## config.mk

```make
export PLATFORM = sky130hd
export DESIGN_NAME = mpq_cell
export DESIGN_NICKNAME = d
export VERILOG_FILES = /design/src/mpq_pkg.sv /design/src/mpq_cell.sv
export SDC_FILE = /design/constraint.sdc
export NUM_CORES = 1
export LEC_CHECK = 0
export BUFFER_PORTS_ARGS = -buffer_cell sky130_fd_sc_hd__buf_2
export CAP_MARGIN = 10
export CELL_PAD_IN_SITES_DETAIL_PLACEMENT = 1
export CELL_PAD_IN_SITES_GLOBAL_PLACEMENT = 1
export CORE_UTILIZATION = 29
export CTS_CLUSTER_DIAMETER = 30
export DETAILED_ROUTE_END_ITERATION = 8
export GPL_TIMING_DRIVEN = 1
export PLACE_DENSITY = 0.87
export RECOVER_POWER = 50
export SLEW_MARGIN = 10
export SYNTH_ARGS = -nofsm -noshare
export SYNTH_HDL_FRONTEND = slang
export SYNTH_SLANG_ARGS = --single-unit
```

## constraint.sdc

```tcl
create_clock -name i_clk -period 2.4 [get_ports i_clk]
set_input_delay 0.12 -clock i_clk [delete_from_list [all_inputs] [get_ports i_clk]]
set_output_delay 0.12 -clock i_clk [all_outputs]
set_load 0.05 [all_outputs]
```

## src/mpq_pkg.sv

```systemverilog
// Shared types and constants for the max priority queue.
package mpq_pkg;

    localparam int DEPTH     = 128;
    localparam int ID_BITS   = 16;
    localparam int PRIO_BITS = 8;
    localparam int OCC_BITS  = 8;

    localparam logic [1:0] ST_OK    = 2'd0;
    localparam logic [1:0] ST_EMPTY = 2'd1;
    localparam logic [1:0] ST_FULL  = 2'd2;

    localparam logic MODE_INSERT = 1'b0;
    localparam logic MODE_REMOVE = 1'b1;

    typedef struct packed {
        logic                 mode;
        logic [ID_BITS-1:0]   proc_id;
        logic [PRIO_BITS-1:0] prio;
    } t_in_item;

    typedef struct packed {
        logic [1:0]           status;
        logic [ID_BITS-1:0]   out_id;
        logic [PRIO_BITS-1:0] out_prio;
        logic [OCC_BITS-1:0]  occupancy;
    } t_out_item;

    typedef struct packed {
        logic [ID_BITS-1:0]   id;
        logic [PRIO_BITS-1:0] prio;
    } t_entry;

    typedef struct packed {
        logic ins;
        logic rem;
    } t_cell_ctl;

endpackage

```

## src/mpq_cell.sv

```systemverilog
// One slot of the sorted chain: holds an entry, shifts right on insert, left on remove.
module mpq_cell (
    input  logic              i_clk,
    input  mpq_pkg::t_cell_ctl i_ctl,
    input  logic              i_occupied,
    input  mpq_pkg::t_entry   i_new,
    input  mpq_pkg::t_entry   i_prev,
    input  logic              i_prev_keep,
    input  mpq_pkg::t_entry   i_next,
    output mpq_pkg::t_entry   o_entry,
    output logic              o_keep
);

    mpq_pkg::t_entry r_entry;
    mpq_pkg::t_entry n_entry;

    // keep the entry when it ranks at or above the new one (ties stay ahead)
    assign o_keep  = i_occupied && (r_entry.prio >= i_new.prio);
    assign o_entry = r_entry;

    // pick the next entry: hold, take the new entry, or take a neighbor's
    always_comb begin
        n_entry = r_entry;
        if (i_ctl.ins && !o_keep) begin
            n_entry = i_prev_keep ? i_new : i_prev;
        end else if (i_ctl.rem) begin
            n_entry = i_next;
        end
    end

    always_ff @(posedge i_clk) begin
        r_entry <= n_entry;
    end

endmodule

```

==> results_dict.tcl <==
set metrics [dict create \
    portBuffers 101 \
    final.setup_skew_ns 0.00305 \
    seq_area_frac_synth_pct 44.1 \
    slew_violations 0 \
    cts_buffers 3 \
    syn-num-nets 195 \
    worstSkewPairLatency_ns 0.26 \
    grt_usage_pct 14.3 \
    num_vias 1261 \
    final_antenna_net_count 0 \
    crit_path_start "o_entry[5]" \
    total_power_mw 1.77 \
    slew_headroom_pct 58.5 \
    final_cell_mix "buf_2, mux2_2, edfxtp_1, clkbuf_1, mux2_4" \
    cp_data_arrival_time_ns 2.31 \
    fin_crit_sh_pct 95.5 \
    ff2ff_setup_slack_ns 0.11 \
    place_congestion 0.722 \
    use_met2_pct 27.7 \
    die_w_um 77.1 \
    dpl.cell_count 279 \
    setup_violations 0 \
    worstPathRequired_ns 2.42 \
    grt_antenna_before_repair 1 \
    grt_max_degree 25 \
    dp_hpwl_mm 3.43 \
    postCtsHoldBufs 0 \
    clockBufferDepth 2 \
    max_cap_violations 0 \
    ys_seq_elements 24 \
    r2r-end "o_entry[9]" \
    grt_pass1_wl_mm 6.57 \
    period_needed_ns 2.29 \
    cts_tree "yes" \
    yosysWarnings 0 \
    crit-reg2reg-launch "o_entry[5]" \
    final_cells 283 \
    gr-total-overflow 0 \
    status "finished, final reports clean" \
    viasPerCell 4.46 \
    grt.busiest_layer "met2" \
    path_clk_slew_ns 0.08 \
    syn_area_sq_um 1630 \
    rsz0062_at_grt "no" \
    routedWlPerCell_um 14.4 \
    hold_path.class "input port to flip-flop" \
    drtIter0Drc 24 \
    rr_worst_depth 7 \
    ys_types 21 \
    areaGrowthSynthToFinish_pct 37.4 \
    routed_wirelength_mm 4.09 \
    io_pins 102 \
    n_antenna_cell 0 \
    layout-drive-gt1-share_pct 62.9 \
    syn_inst 110 \
    die_y_um 77.1 \
    hold_depth 2 \
    hold_viol 0 \
    cp_max_fo 11 \
    grtUsageMet3_pct 5.71 \
    h-tree-depth 1 \
    start_util_pct 31.0 \
    design.die.area_sq_um 5940 \
    cts_root_buf "clkbuf_8" \
    p_per_area_nw_per_um2 788 \
    use_met1_pct 13.7 \
    postCtsSetupRepairBufs 0 \
    nets 299 \
    largest_register_ffs 24 \
    cts_resized 0 \
    dr.pass1.iters 2 \
    leakage_nw 1.04 \
    endpoint "o_entry[9]" \
    drc 0 \
    worst_setup_path_start_kind "flip-flop" \
    tightest_slew_ns 0.625 \
    mostFrequentLayoutCell "buf_2" \
    syn_area_per_cell_sq_um 14.9 \
    fillers 626 \
    core_sq_um 5270 \
    end_kind "flip-flop" \
    grt_pass1_vias 1451 \
    cts_sinks 24 \
    crit_type "flip-flop to flip-flop" \
    rows 26 \
    max_freq_ghz 0.436 \
    max-vdd-ir-drop_uv 382 \
]
-- layer usage --
metal  share of wire [%]  wire length (um)
met1                  35              1440
met2                  52              2120
met3                  12               479
met4                 1.0                41
met5                   0                 0
-- worst min-delay path by stage --
stage	startpoint	to	slack, ns
after floorplan	i_next[10]	o_entry[10]	0.34
after global placement	i_next[16]	o_entry[16]	0.42
after detailed placement	i_next[14]	o_entry[14]	0.43
after CTS	i_next[14]	o_entry[14]	0.14
after global routing	i_next[18]	o_entry[18]	0.13
final	i_next[18]	o_entry[18]	0.14
-- area by class of cell --
type                            count  area (sq um)  share of cell area, %
Clock buffer                        3          41.3                   1.84
Clock inverter                      1          30.0                   1.34
Inverter                           10          37.5                   1.67
Multi-Input combinational cell     71           817                   36.4
Sequential cell                    24           721                   32.1
Tap cell                           70          87.6                   3.90
Timing Repair Buffer              104           510                   22.7
-- cells in the mapped netlist, drive strengths merged --
cell     count  area [sq um]
o21ai        3          15.0
a21oi        2          13.8
inv         10          37.5
o2111ai      1          15.0
a211oi       2          15.0
nand2        2          15.0
buf          3          45.0
o21a         1          7.51
mux2        48           612
edfxtp      24           721
ha           8           100
a211o        1          8.76
clkbuf       2          7.51
nand2b       1          6.26
and4         1          8.76
or2          1          6.26
-- report_power, final --
part           switching (mW)  internal [mW]
Combinational           0.521          0.285
Clock                   0.129          0.223
Sequential             0.0341          0.578
Total                   0.683           1.08
-- kinds of logic after synthesis --
family,share of synthesized area (%)
AOI/OAI and AO/OA,4.59
adders and majority gates,6.13
buffers and inverters,5.51
DFF,44.1
muxes,37.4
and+or+nand+nor,2.22
-- through the flow --
stage	worst slack (ns)	area, sq um	hold slack [ns]	util, %	setup TNS (ns)
2_1_floorplan	-0.0269	1640	0.338	-	-0.644
3_3_place_gp	0.230	2220	0.421	42.1	0
3_5_place_dp	0.141	2220	0.425	42.1	0
4_1_cts	0.120	2290	0.143	43.4	0
5_1_grt	0.0395	2240	0.133	42.6	0
6_report	0.109	2240	0.139	42.6	0
-- critical path, stage by stage (launching register included) --
cell and delay, ns:
edfxtp_1 0.41, ha_1 0.32, a211o_1 0.30, a21oi_2 0.16
o2111ai_1 0.17, nand2_4 0.19, buf_12 0.17, mux2_1 0.32
(Power assumes the default switching activity.)
